## src/rtl/iso8583_bitmap_field_parser_defines.svh

```systemverilog
// Assertion macros for the message parser.
`ifndef ISO8583_BITMAP_FIELD_PARSER_DEFINES_SVH
`define ISO8583_BITMAP_FIELD_PARSER_DEFINES_SVH
`ifndef NO_ASSERTIONS
`define ISO_ASSERT(label, prop, msg) \
  label: assert property (@(posedge clk) disable iff (rst) prop) else $error(msg);
`define ISO_ASSERT_RST(label, prop, msg) \
  label: assert property (@(posedge clk) prop) else $error(msg);
`else
`define ISO_ASSERT(label, prop, msg)
`define ISO_ASSERT_RST(label, prop, msg)
`endif
`endif

```

## src/rtl/iso_pkg.sv

```systemverilog
// ----------------------------------------------------------------------------
// Message parser package
// Field formats, byte kinds, status codes and the transaction check.
// ----------------------------------------------------------------------------
`timescale 1ns / 1ps
package iso_pkg;

  typedef enum logic [2:0] {
    FM_NONE, FM_FIXED, FM_P1BCD, FM_P2BCD, FM_P2RAW
  } fmode_t;

  typedef enum logic [1:0] {
    PH_IDLE, PH_HEAD, PH_PREFIX, PH_BODY
  } phase_t;

  localparam logic [2:0] KIND_LEN    = 3'd0;
  localparam logic [2:0] KIND_TYPE   = 3'd1;
  localparam logic [2:0] KIND_BITMAP = 3'd2;
  localparam logic [2:0] KIND_PREFIX = 3'd3;
  localparam logic [2:0] KIND_BODY   = 3'd4;
  localparam logic [2:0] KIND_IGNORE = 3'd5;

  localparam logic [2:0] ST_BUSY      = 3'd0;
  localparam logic [2:0] ST_OK        = 3'd1;
  localparam logic [2:0] ST_LEN_ERR   = 3'd2;
  localparam logic [2:0] ST_TYPE_ERR  = 3'd3;
  localparam logic [2:0] ST_TRUNCATED = 3'd4;

  typedef struct packed {
    logic [7:0] data_byte;
    logic       first_byte;
    logic       last_byte;
  } in_word_t;

  typedef struct packed {
    logic [7:0] byte_out;
    logic [6:0] field_number;
    logic [2:0] byte_kind;
    logic       field_end;
    logic [2:0] status;
  } out_word_t;

  function automatic fmode_t field_mode(input logic [6:0] f);
    case (f)
      7'd2, 7'd35: field_mode = FM_P1BCD;
      7'd36: field_mode = FM_P2BCD;
      7'd48, 7'd54, 7'd55, 7'd60, 7'd61, 7'd62, 7'd63: field_mode = FM_P2RAW;
      7'd3, 7'd4, 7'd11, 7'd12, 7'd13, 7'd22, 7'd23, 7'd30, 7'd37, 7'd38,
      7'd39, 7'd41, 7'd49, 7'd52, 7'd64: field_mode = FM_FIXED;
      default: field_mode = FM_NONE;
    endcase
  endfunction

  function automatic logic [3:0] field_len(input logic [6:0] f);
    case (f)
      7'd3, 7'd11, 7'd12, 7'd49: field_len = 4'd3;
      7'd4, 7'd38: field_len = 4'd6;
      7'd13, 7'd22, 7'd23, 7'd39: field_len = 4'd2;
      7'd30: field_len = 4'd9;
      7'd37: field_len = 4'd12;
      7'd41, 7'd52, 7'd64: field_len = 4'd8;
      default: field_len = 4'd0;
    endcase
  endfunction

  function automatic logic type_ok(input logic [3:0] kind, input logic [23:0] pc,
                                   input logic [15:0] mt);
    case (kind)
      4'd1: type_ok = pc == 24'h920000 && mt == 16'h0810;
      4'd2: type_ok = pc == 24'h310000 && mt == 16'h0210;
      4'd3: type_ok = pc == 24'h330000 && mt == 16'h0210;
      4'd4: type_ok = (pc == 24'h600000 || pc == 24'h010000) && mt == 16'h0210;
      4'd5: type_ok = (pc == 24'h620000 || pc == 24'h210000) &&
                      (mt == 16'h0230 || mt == 16'h0210);
      4'd6: type_ok = (pc == 24'h600000 || pc == 24'h640000) && mt == 16'h0430;
      4'd7: type_ok = pc == 24'h210000 && mt == 16'h0230;
      4'd8: type_ok = pc == 24'h630000 && mt == 16'h0210;
      4'd9: type_ok = pc == 24'h620000 && mt == 16'h0210;
      4'd10: type_ok = pc == 24'h640000 && mt == 16'h0210;
      default: type_ok = 1'b1;
    endcase
  endfunction

endpackage

```

## src/rtl/iso8583_bitmap_field_parser.sv

```systemverilog
// ----------------------------------------------------------------------------
// ISO 8583 bitmap field parser
// Classifies each message byte by header part and data element.
// ----------------------------------------------------------------------------
// Usage: the input channel takes one word per cycle unless the receiver
// stalls: a message byte with first_byte and last_byte marks. The output
// channel returns one word per input word: the same byte with its field
// number, byte kind, field end mark, status and done flag. An input word is
// registered at acceptance and the parse logic writes its classification to
// the output register once that register is free. Throughput is one word per
// cycle while out_ready stays high, set by the combinational parse step and
// the bitmap priority search.
// When the receiver stalls, the output register and the input register both
// hold, and input ready falls once both are full. Reset clears the parse
// state, deal_kind and both valid flags. deal_kind is written by cfg_we with
// cfg_data and should change only while no message is in flight.
// ----------------------------------------------------------------------------
`timescale 1ns / 1ps
`include "iso8583_bitmap_field_parser_defines.svh"
module iso8583_bitmap_field_parser (
  input  logic       clk,
  input  logic       rst,
  input  logic       cfg_we,
  input  logic [3:0] cfg_data,
  input  logic       in_valid,
  output logic       in_ready,
  input  logic [7:0] data_byte,
  input  logic       first_byte,
  input  logic       last_byte,
  output logic       out_valid,
  input  logic       out_ready,
  output logic [7:0] byte_out,
  output logic [6:0] field_number,
  output logic [2:0] byte_kind,
  output logic       field_end,
  output logic [2:0] status,
  output logic       done_res
);
  import iso_pkg::*;

  logic [3:0]  deal_kind;
  logic        s_valid;
  in_word_t    s_word;
  out_word_t   o_word;

  phase_t      phase, phase_next;
  logic [3:0]  header_count, header_count_next;
  logic [15:0] declared_length, declared_length_next;
  logic [16:0] consumed_count, consumed_count_next;
  logic [15:0] message_type, message_type_next;
  logic [63:0] present_bits, present_bits_next;
  logic [6:0]  current_field, current_field_next;
  logic [13:0] bytes_left, bytes_left_next;
  logic [13:0] prefix_value, prefix_value_next;
  logic        prefix_stopped, prefix_stopped_next;
  logic [23:0] process_code, process_code_next;
  out_word_t   res;

  logic        s_fire, o_load;
  logic [63:0] nf_bits;
  logic [6:0]  nf_from, nf_field;
  logic        nf_found;

  assign o_load   = s_valid && (!out_valid || out_ready);
  assign s_fire   = in_valid && in_ready;
  assign in_ready = !s_valid || o_load;

  iso_next_field u_next (
    .present_bits(nf_bits),
    .from_field(nf_from),
    .found(nf_found),
    .next_field(nf_field)
  );

  always_comb begin
    logic [2:0]  st;
    logic [3:0]  hc;
    logic [3:0]  nib;
    logic [13:0] len;
    logic        fdone;
    logic        adv;
    logic [63:0] pb;
    logic [15:0] ml;
    logic [16:0] cc;
    st = ST_BUSY; fdone = 1'b0; adv = 1'b0; len = '0; nib = '0;
    phase_next = phase; header_count_next = header_count;
    declared_length_next = declared_length; consumed_count_next = consumed_count;
    message_type_next = message_type; present_bits_next = present_bits;
    current_field_next = current_field; bytes_left_next = bytes_left;
    prefix_value_next = prefix_value; prefix_stopped_next = prefix_stopped;
    process_code_next = process_code;
    res.byte_out = s_word.data_byte;
    res.field_number = '0;
    res.byte_kind = KIND_IGNORE;
    res.field_end = 1'b0;
    if (s_word.first_byte) begin
      phase_next = PH_HEAD; header_count_next = '0; declared_length_next = '0;
      consumed_count_next = '0; message_type_next = '0; present_bits_next = '0;
      current_field_next = '0; bytes_left_next = '0; prefix_value_next = '0;
      prefix_stopped_next = 1'b0; process_code_next = '0;
    end
    if (phase_next != PH_IDLE && consumed_count_next != 17'h1FFFF) begin
      consumed_count_next = consumed_count_next + 17'd1;
    end
    pb = present_bits_next;
    case (phase_next)
      PH_HEAD: begin
        hc = header_count_next;
        if (hc < 4'd2) begin
          declared_length_next = {declared_length_next[7:0], s_word.data_byte};
          res.byte_kind = KIND_LEN;
          res.field_end = (hc == 4'd1);
        end else if (hc < 4'd4) begin
          message_type_next = {message_type_next[7:0], s_word.data_byte};
          res.byte_kind = KIND_TYPE;
          res.field_end = (hc == 4'd3);
        end else begin
          present_bits_next = {present_bits_next[55:0], s_word.data_byte};
          pb = present_bits_next;
          res.byte_kind = KIND_BITMAP;
          res.field_end = (hc == 4'd11);
        end
        header_count_next = hc + 4'd1;
        if (hc >= 4'd11) begin
          adv = 1'b1;
          current_field_next = '0;
        end
      end
      PH_PREFIX: begin
        res.field_number = current_field_next;
        res.byte_kind = KIND_PREFIX;
        for (int k = 0; k < 2; k++) begin
          nib = (k == 0) ? s_word.data_byte[7:4] : s_word.data_byte[3:0];
          if (prefix_stopped_next || nib > 4'd9) begin
            prefix_stopped_next = 1'b1;
          end else begin
            prefix_value_next = 14'(prefix_value_next * 14'd10 + 14'(nib));
          end
        end
        if (bytes_left_next != '0) begin
          bytes_left_next = bytes_left_next - 14'd1;
        end
        if (bytes_left_next == '0) begin
          if (field_mode(current_field_next) == FM_P2RAW) begin
            len = prefix_value_next;
          end else begin
            len = 14'(({1'b0, prefix_value_next} + 15'd1) >> 1);
          end
          if (len == '0) begin
            res.field_end = 1'b1;
            fdone = 1'b1;
          end else begin
            phase_next = PH_BODY;
            bytes_left_next = len;
          end
        end
      end
      PH_BODY: begin
        res.field_number = current_field_next;
        res.byte_kind = KIND_BODY;
        if (current_field_next == 7'd3) begin
          process_code_next = {process_code_next[15:0], s_word.data_byte};
        end
        if (bytes_left_next != '0) begin
          bytes_left_next = bytes_left_next - 14'd1;
        end
        if (bytes_left_next == '0) begin
          res.field_end = 1'b1;
          fdone = 1'b1;
        end
      end
      default: begin
      end
    endcase
    if (fdone) begin
      if (current_field_next == 7'd3 &&
          !type_ok(deal_kind, process_code_next, message_type_next)) begin
        phase_next = PH_IDLE;
        st = ST_TYPE_ERR;
      end else begin
        adv = 1'b1;
      end
    end
    nf_bits = pb;
    nf_from = current_field_next;
    if (adv) begin
      if (nf_found) begin
        current_field_next = nf_field;
        if (field_mode(nf_field) == FM_FIXED) begin
          phase_next = PH_BODY;
          bytes_left_next = 14'(field_len(nf_field));
        end else begin
          phase_next = PH_PREFIX;
          bytes_left_next = (field_mode(nf_field) == FM_P1BCD) ? 14'd1 : 14'd2;
          prefix_value_next = '0;
          prefix_stopped_next = 1'b0;
        end
      end else begin
        phase_next = PH_IDLE;
        cc = consumed_count_next - 17'd2;
        ml = cc[15:0];
        st = (cc[16] == 1'b0 && ml == declared_length_next) ? ST_OK : ST_LEN_ERR;
      end
    end
    if (st == ST_BUSY && s_word.last_byte && phase_next != PH_IDLE) begin
      st = ST_TRUNCATED;
      phase_next = PH_IDLE;
    end
    res.status = st;
  end

  always_ff @(posedge clk) begin
    if (rst) begin
      deal_kind <= '0;
      s_valid <= 1'b0;
      out_valid <= 1'b0;
      phase <= PH_IDLE;
      header_count <= '0;
      declared_length <= '0;
      consumed_count <= '0;
      message_type <= '0;
      present_bits <= '0;
      current_field <= '0;
      bytes_left <= '0;
      prefix_value <= '0;
      prefix_stopped <= 1'b0;
      process_code <= '0;
    end else begin
      if (cfg_we) begin
        deal_kind <= cfg_data;
      end
      if (s_fire) begin
        s_valid <= 1'b1;
        s_word <= '{data_byte: data_byte, first_byte: first_byte,
                    last_byte: last_byte};
      end else if (o_load) begin
        s_valid <= 1'b0;
      end
      if (o_load) begin
        out_valid <= 1'b1;
        o_word <= res;
        phase <= phase_next;
        header_count <= header_count_next;
        declared_length <= declared_length_next;
        consumed_count <= consumed_count_next;
        message_type <= message_type_next;
        present_bits <= present_bits_next;
        current_field <= current_field_next;
        bytes_left <= bytes_left_next;
        prefix_value <= prefix_value_next;
        prefix_stopped <= prefix_stopped_next;
        process_code <= process_code_next;
      end else if (out_ready) begin
        out_valid <= 1'b0;
      end
    end
  end

  assign byte_out     = o_word.byte_out;
  assign field_number = o_word.field_number;
  assign byte_kind    = o_word.byte_kind;
  assign field_end    = o_word.field_end;
  assign status       = o_word.status;
  assign done_res     = o_word.status != ST_BUSY;

  `ISO_ASSERT(a_ready_when_empty, !s_valid |-> in_ready, "ready low with empty stage")
  `ISO_ASSERT(a_out_loaded, o_load |=> out_valid, "output word lost")
  `ISO_ASSERT(a_idle_after_done, (o_load && res.status != ST_BUSY) |=> phase == PH_IDLE,
              "parser not idle after message end")
  `ISO_ASSERT_RST(a_reset_empty, rst |=> !out_valid && !s_valid, "reset left words")
endmodule

```

## src/rtl/iso_next_field.sv

```systemverilog
// ----------------------------------------------------------------------------
// Next field finder
// Priority search over the bitmap for the next present field with a format.
// ----------------------------------------------------------------------------
`timescale 1ns / 1ps
module iso_next_field (
  input  logic [63:0] present_bits,
  input  logic [6:0]  from_field,
  output logic        found,
  output logic [6:0]  next_field
);
  import iso_pkg::*;

  logic [64:0] cand;

  always_comb begin
    cand = '0;
    for (int f = 1; f <= 64; f++) begin
      cand[f] = present_bits[64 - f] && (field_mode(7'(f)) != FM_NONE) &&
                (7'(f) > from_field);
    end
  end

  always_comb begin
    found = 1'b0;
    next_field = '0;
    for (int f = 64; f >= 1; f--) begin
      if (cand[f]) begin
        found = 1'b1;
        next_field = 7'(f);
      end
    end
  end
endmodule

```

## config.mk

```make
export PLATFORM = sky130hd
export DESIGN_NAME = iso8583_bitmap_field_parser
export DESIGN_NICKNAME = d
export VERILOG_FILES = /design/src/rtl/iso_pkg.sv /design/src/rtl/iso8583_bitmap_field_parser.sv /design/src/rtl/iso_next_field.sv
export VERILOG_INCLUDE_DIRS = /design/src /design/src/rtl
export SDC_FILE = /design/constraint.sdc
export NUM_CORES = 1
export LEC_CHECK = 0
export BUFFER_PORTS_ARGS = -buffer_cell sky130_fd_sc_hd__buf_2
export CORE_MARGIN = 2
export CORE_UTILIZATION = 45
export DETAILED_ROUTE_END_ITERATION = 12
export GPL_TIMING_DRIVEN = 0
export HOLD_SLACK_MARGIN = 0.15
export PLACE_DENSITY_LB_ADDON = 0.3
export SLEW_MARGIN = 20
export SYNTH_ARGS = -nofsm -noshare
export SYNTH_HDL_FRONTEND = slang
export SYNTH_HIERARCHICAL = 1
export SYNTH_SLANG_ARGS = --single-unit
```

## constraint.sdc

```tcl
create_clock -name clk -period 8.7 [get_ports clk]
set_clock_uncertainty 0.1 [all_clocks]
set_input_delay 2.175 -clock clk [delete_from_list [all_inputs] [get_ports clk]]
set_output_delay 2.175 -clock clk [all_outputs]
set_load 0.005 [all_outputs]
```

==> flow_summary.yaml, run 1 <==
die:
  dieHeight_um: 190
  chipWidth_um: 190
  dieArea_mm2: 0.0360
  fp-row-count: 67
  ios: 44
  core-area_mm2: 0.0337
  start_util: 0.460
logic_synthesis:
  avgSynthCellArea_um2: 7.42
  synthCells: 2089
  yosysWarnings: 6
  syn_nets: 2164
  synth_area_mm2: 0.0155
grt:
  antenna_found_initial: 0
  gr-total-overflow: 0
  grt_pass1_wl_um: 83600
  grt_max_degree: 28
  track_usage: 0.289
  first_global_vias: 14995
sta:
  slew_headroom: 0.377
  setup_slack_ns: 0.230
  hold_viol: 0
  period_minus_slack_ns: 8.47
  setup_viol: 0
  finalCritPeriodShare: 0.974
  drv_slew: 0
  worst_pin_slew_ns: 0.931
  max_freq_mhz: 118
route:
  wl_um: 53000
  drc: 0
  wl_per_cell_um: 20.1
  vias: 16359
  dr.pass1.iters: 8
  first_iter_violations: 1692
  ant_nets: 0
  avgViaCountPerCell: 6.20
final_layout:
  fin_util: 0.520
  final_layout_size_suffix_gt1_frac: 0.102
  multi_input_area_mm2: 0.0105
  fillers: 3310
  fin_cells: 2638
  stdcell_area_mm2: 0.0175
  num-nets-final: 2246
  area_growth_pct: 12.9
  antennaDiodeCount: 0
  seq_area_mm2: 0.00436
critical_path:
  cp-end-kind: "register"
  cp-start-kind: "register"
  critPathSlowestCell: "or4b_4"
  critPathMostFrequentCell: "clkbuf_8"
  criticalPathCategory: "register to register"
  arrival_ns: 8.80
  cp_num_buf_inv: 12
  cp_max_fo: 19
  max_stage_delay_ns: 0.50
  required_ns: 9.03
  path_delay_family: "compound AO/OA/AOI/OAI gates"
worst_hold_path:
  hold_path.class: "register to register"
clock_network:
  htreeDepth: 1
  cts_root_buf: "clkbuf_16"
  path_clk_slew_ns: 0.06
  clk_latency_ns: 0.54
  clock_sinks: 202
  cts_hold_buf: 0
  cts_tree: "built"
  cts_buffers: 25
  clockBufferDepth: 3
power_and_ir_drop:
  leakage_uw: 0.00624
  peakVddDrop_uv: 150
  power.total_uw: 2250
  p_per_area_mw_per_mm2: 128
job:
  cap_violations: 0
run_status:
  status: "finished, final reports clean"
place:
  place_congestion: 0.975
  place_area_mm2: 0.0163
  pre_cts_ws_ns: -3.41
  io_buffers: 41
  dpl.cell_count: 2580
  dp_hpwl_um: 39500
## metrics by stage
stage | setup TNS (ns) | hold slack (ns)
5_1_grt | -0.0739 | 0.379
3_3_place_gp | -136.49 | 0.328
3_5_place_dp | -136.38 | 0.335
2_1_floorplan | 0 | 0.324
6_report | 0 | 0.356
4_1_cts | 0 | 0.357
## sequential cells by signal (all words and copies together), names as in the netlist
signal	cells
current_field	7
prefix_value	14
present_bits	49
consumed_count	17
field_number	7
message_type	16
prefix_stopped	1
out_valid	1
phase	2
declared_length	16
field_end	1
s_word	2
byte_kind	3
bytes_left	14
s_valid	1
status	3
process_code	24
deal_kind	4
header_count	4
byte_out	8
res	8
## cell usage in the layout, fill, tap and decap left out, types with 12 or more instances in the layout
cell       count
dfxtp_1      170
clkbuf_16     27
xor2_1        28
edfxtp_1      32
inv_1         46
a22oi_1       58
xnor2_1       48
buf_1         15
and2_1        25
mux2i_1       27
nand3_1       45
o21ai_1       13
a211oi_1      15
nor4_1        25
a31oi_1       12
and3_1        12
ha_1          50
nand4_1       26
nor2b_1       34
nor3b_1       13
clkbuf_1     103
nor2_1       227
a22o_1        19
nand2_1      338
a21oi_1      200
o21ai_0       92
buf_2         62
nor3_1        39
buf_4         20
nand2b_1      30
## area by class of cell
type,instances,area share
Sequential cell,202,0.249
Clock buffer,34,0.0397
Timing Repair Buffer,60,0.0196
Multi-Input combinational cell,1685,0.601
Tap cell,448,0.0320
Buffer,146,0.0397
Inverter,51,0.0111
Clock inverter,12,0.00757
## layer usage
metal | routed length [µm] | global-route usage | vias to the layer above
met3 | 4210 | 0.0330 | 118
li1 | - | - | 7738
met5 | 0 | 0 | -
met4 | 1890 | 0.0987 | 0
met2 | 23700 | 0.460 | 771
met1 | 23200 | 0.406 | 7732
## path summary, 6_finish.rpt
path                     end  cells after the start  slack (ns)       from
max reg2reg  prefix_value[4]                     33        0.23  s_word[1]
max          prefix_value[4]                     33        0.23  s_word[1]
min reg2reg      byte_out[4]                      0        0.36    res[18]
min              byte_out[4]                      0        0.36    res[18]
## power by group
part / internal [µW] / leakage (µW) / switching (µW)
Combinational: 68.3 / 0.00418 / 156
Clock: 623 / 0.000397 / 430
Sequential: 960 / 0.00166 / 11.7
Total: 1650 / 0.00624 / 598
## repair_timing
action                     in CTS  in global routing
setup endpoints to repair      42                 42
pin swaps                       4                 10
gates resized for setup        39                 28
setup buffers                   4                 13
## worst register-to-register path: cells and delay by family (launching register included)
kind / cells / cell delay [ns]
buffers and inverters: 12 / 2.05
adders and majority gates: 4 / 1.24
AOI/OAI and AO/OA: 8 / 2.05
xor gates and xnor gates: 3 / 0.57
and+or+nand+nor: 6 / 1.93
DFF: 1 / 0.44
Note: power is estimated with default switching activity, not from simulation.
==> run 2: changes to the inputs <==
RECOVER_POWER = 25   (was default)
clock period = 8 ns   (was 8.7 ns; I/O delays follow)
==> flow_summary.yaml, run 2 (same netlist as run 1, synthesis figures left out) <==
final_layout:
  regMostFlops: "present_bits"
  num-nets-final: 2241
  layout_commonest_cell: "nand2_1"
  fillers: 3318
  final_layout_size_suffix_gt1_frac: 0.0975
  area_growth_pct: 12.9
  antennaDiodeCount: 0
  stdcell_area_mm2: 0.0175
  largestRegisters: "present_bits (49), process_code (24), consumed_count (17)"
  largest_reg_flops: 49
  most-common-layout-cells: "339 x nand2_1, 226 x nor2_1, 198 x a21oi_1"
sta:
  max_freq_mhz: 129
  fin_setup_tns_ns: 0
  setup_viol: 0
  drv_slew: 0
  hold_viol: 0
  finalCritPeriodShare: 0.971
  slew_headroom: 0.237
  period_minus_slack_ns: 7.77
  worst_pin_slew_ns: 1.13
critical_path:
  cp_num_buf_inv: 8
  max_stage_delay_ns: 0.52
  cp-end-kind: "register"
  cp-start-kind: "register"
  path_delay_family: "compound AO/OA/AOI/OAI gates"
  criticalPathCategory: "register to register"
  critPathSlowestCell: "or4b_1"
  arrival_ns: 8.10
  cp_max_fo: 14
  required_ns: 8.33
grt:
  busiest_layer: "met2"
  antenna_found_initial: 0
  grt_pass1_wl_um: 80900
  grt_max_degree: 38
  gr-total-overflow: 0
  first_global_vias: 15128
  grt_util_met1: 0.387
  track_usage: 0.275
  grt_use_met3: 0.0424
  met2_usage: 0.427
clock_network:
  cts_buffers: 25
  cts_root_buf: "clkbuf_16"
  htreeDepth: 1
  clock_sinks: 202
  path_clk_slew_ns: 0.07
  cts_tree: "built"
  cts_hold_buf: 0
  clk_latency_ns: 0.55
  clockBufferDepth: 3
power_and_ir_drop:
  p_per_area_mw_per_mm2: 140
  leakage_uw: 0.00620
  peakVddDrop_uv: 133
die:
  core-area_mm2: 0.0337
  dieArea_mm2: 0.0360
  ios: 44
  start_util: 0.460
  fp-row-count: 67
  dieHeight_um: 190
  chipWidth_um: 190
place:
  place_area_mm2: 0.0163
  place_congestion: 0.942
  io_buffers: 41
  dp_hpwl_um: 37800
worst_hold_path:
  hold_path.class: "register to register"
route:
  avgViaCountPerCell: 6.23
  wl_per_cell_um: 19.5
  ant_nets: 0
  drc: 0
  wl_um: 51300
  vias: 16399
  first_iter_violations: 1748
  dr.pass1.iters: 8
job:
  cap_violations: 0
run_status:
  status: "finished, final reports clean"
[run 2: timing repair]
item | 4_1_cts | 5_1_grt
resized for setup | 54 | 15
setup endpoints to repair | 42 | 42
gates cloned | 0 | 2
pin swaps | 15 | 8
setup buffers | 13 | 3
[run 2: final timing paths]
kind	endpoint	cells after the start	start	slack (ns)
max	prefix_value[4]	32	s_word[1]	0.23
min	present_bits[23]	2	present_bits[23]	0.36
max reg2reg	prefix_value[4]	32	s_word[1]	0.23
min reg2reg	present_bits[23]	2	present_bits[23]	0.36
[run 2: worst min-delay path, stage by stage, from the launching register on]
cell and delay, ns:
dfxtp_1 0.31, nand2_1 0.05, a21oi_1 0.05
[run 2: metrics by stage]
stage / utilization / hold slack (ns) / instances / power, µW / worst slack, ns
floorplan: - / 0.324 / 2089 / 1230 / 0.00967
global placement: 0.484 / 0.332 / 2578 / 1300 / -2.77
detailed placement: 0.484 / 0.340 / 2578 / 1300 / -2.72
CTS: 0.517 / 0.357 / 2630 / 2460 / 0.00656
global route: 0.519 / 0.376 / 2633 / 2530 / -0.0197
finish: 0.519 / 0.356 / 2633 / 2460 / 0.232
[run 2: per-layer routing]
layer | part of all wire | wire, µm | vias up
met5 | 0 | 0 | -
met4 | 0.031 | 1580 | 0
met3 | 0.085 | 4360 | 103
met2 | 0.44 | 22400 | 737
met1 | 0.45 | 23000 | 7826
li1 | - | - | 7733
[run 2: cell type report]
class	instances	area, µm²	share of cell area
multi-input cells	1685	10600	0.604
plain buffers	142	659	0.0377
flip-flops and latches	202	4360	0.249
inverters	51	195	0.0112
clock buffers	33	706	0.0403
clock inverters	13	118	0.00672
repair buffers	59	337	0.0192
well taps	448	561	0.0320
[run 2: power by group]
part / switching [µW] / internal (µW) / total, µW
combinational: 169 / 75.2 / 244
clock: 476 / 682 / 1160
sequential: 12.4 / 1040 / 1060
total: 657 / 1800 / 2460
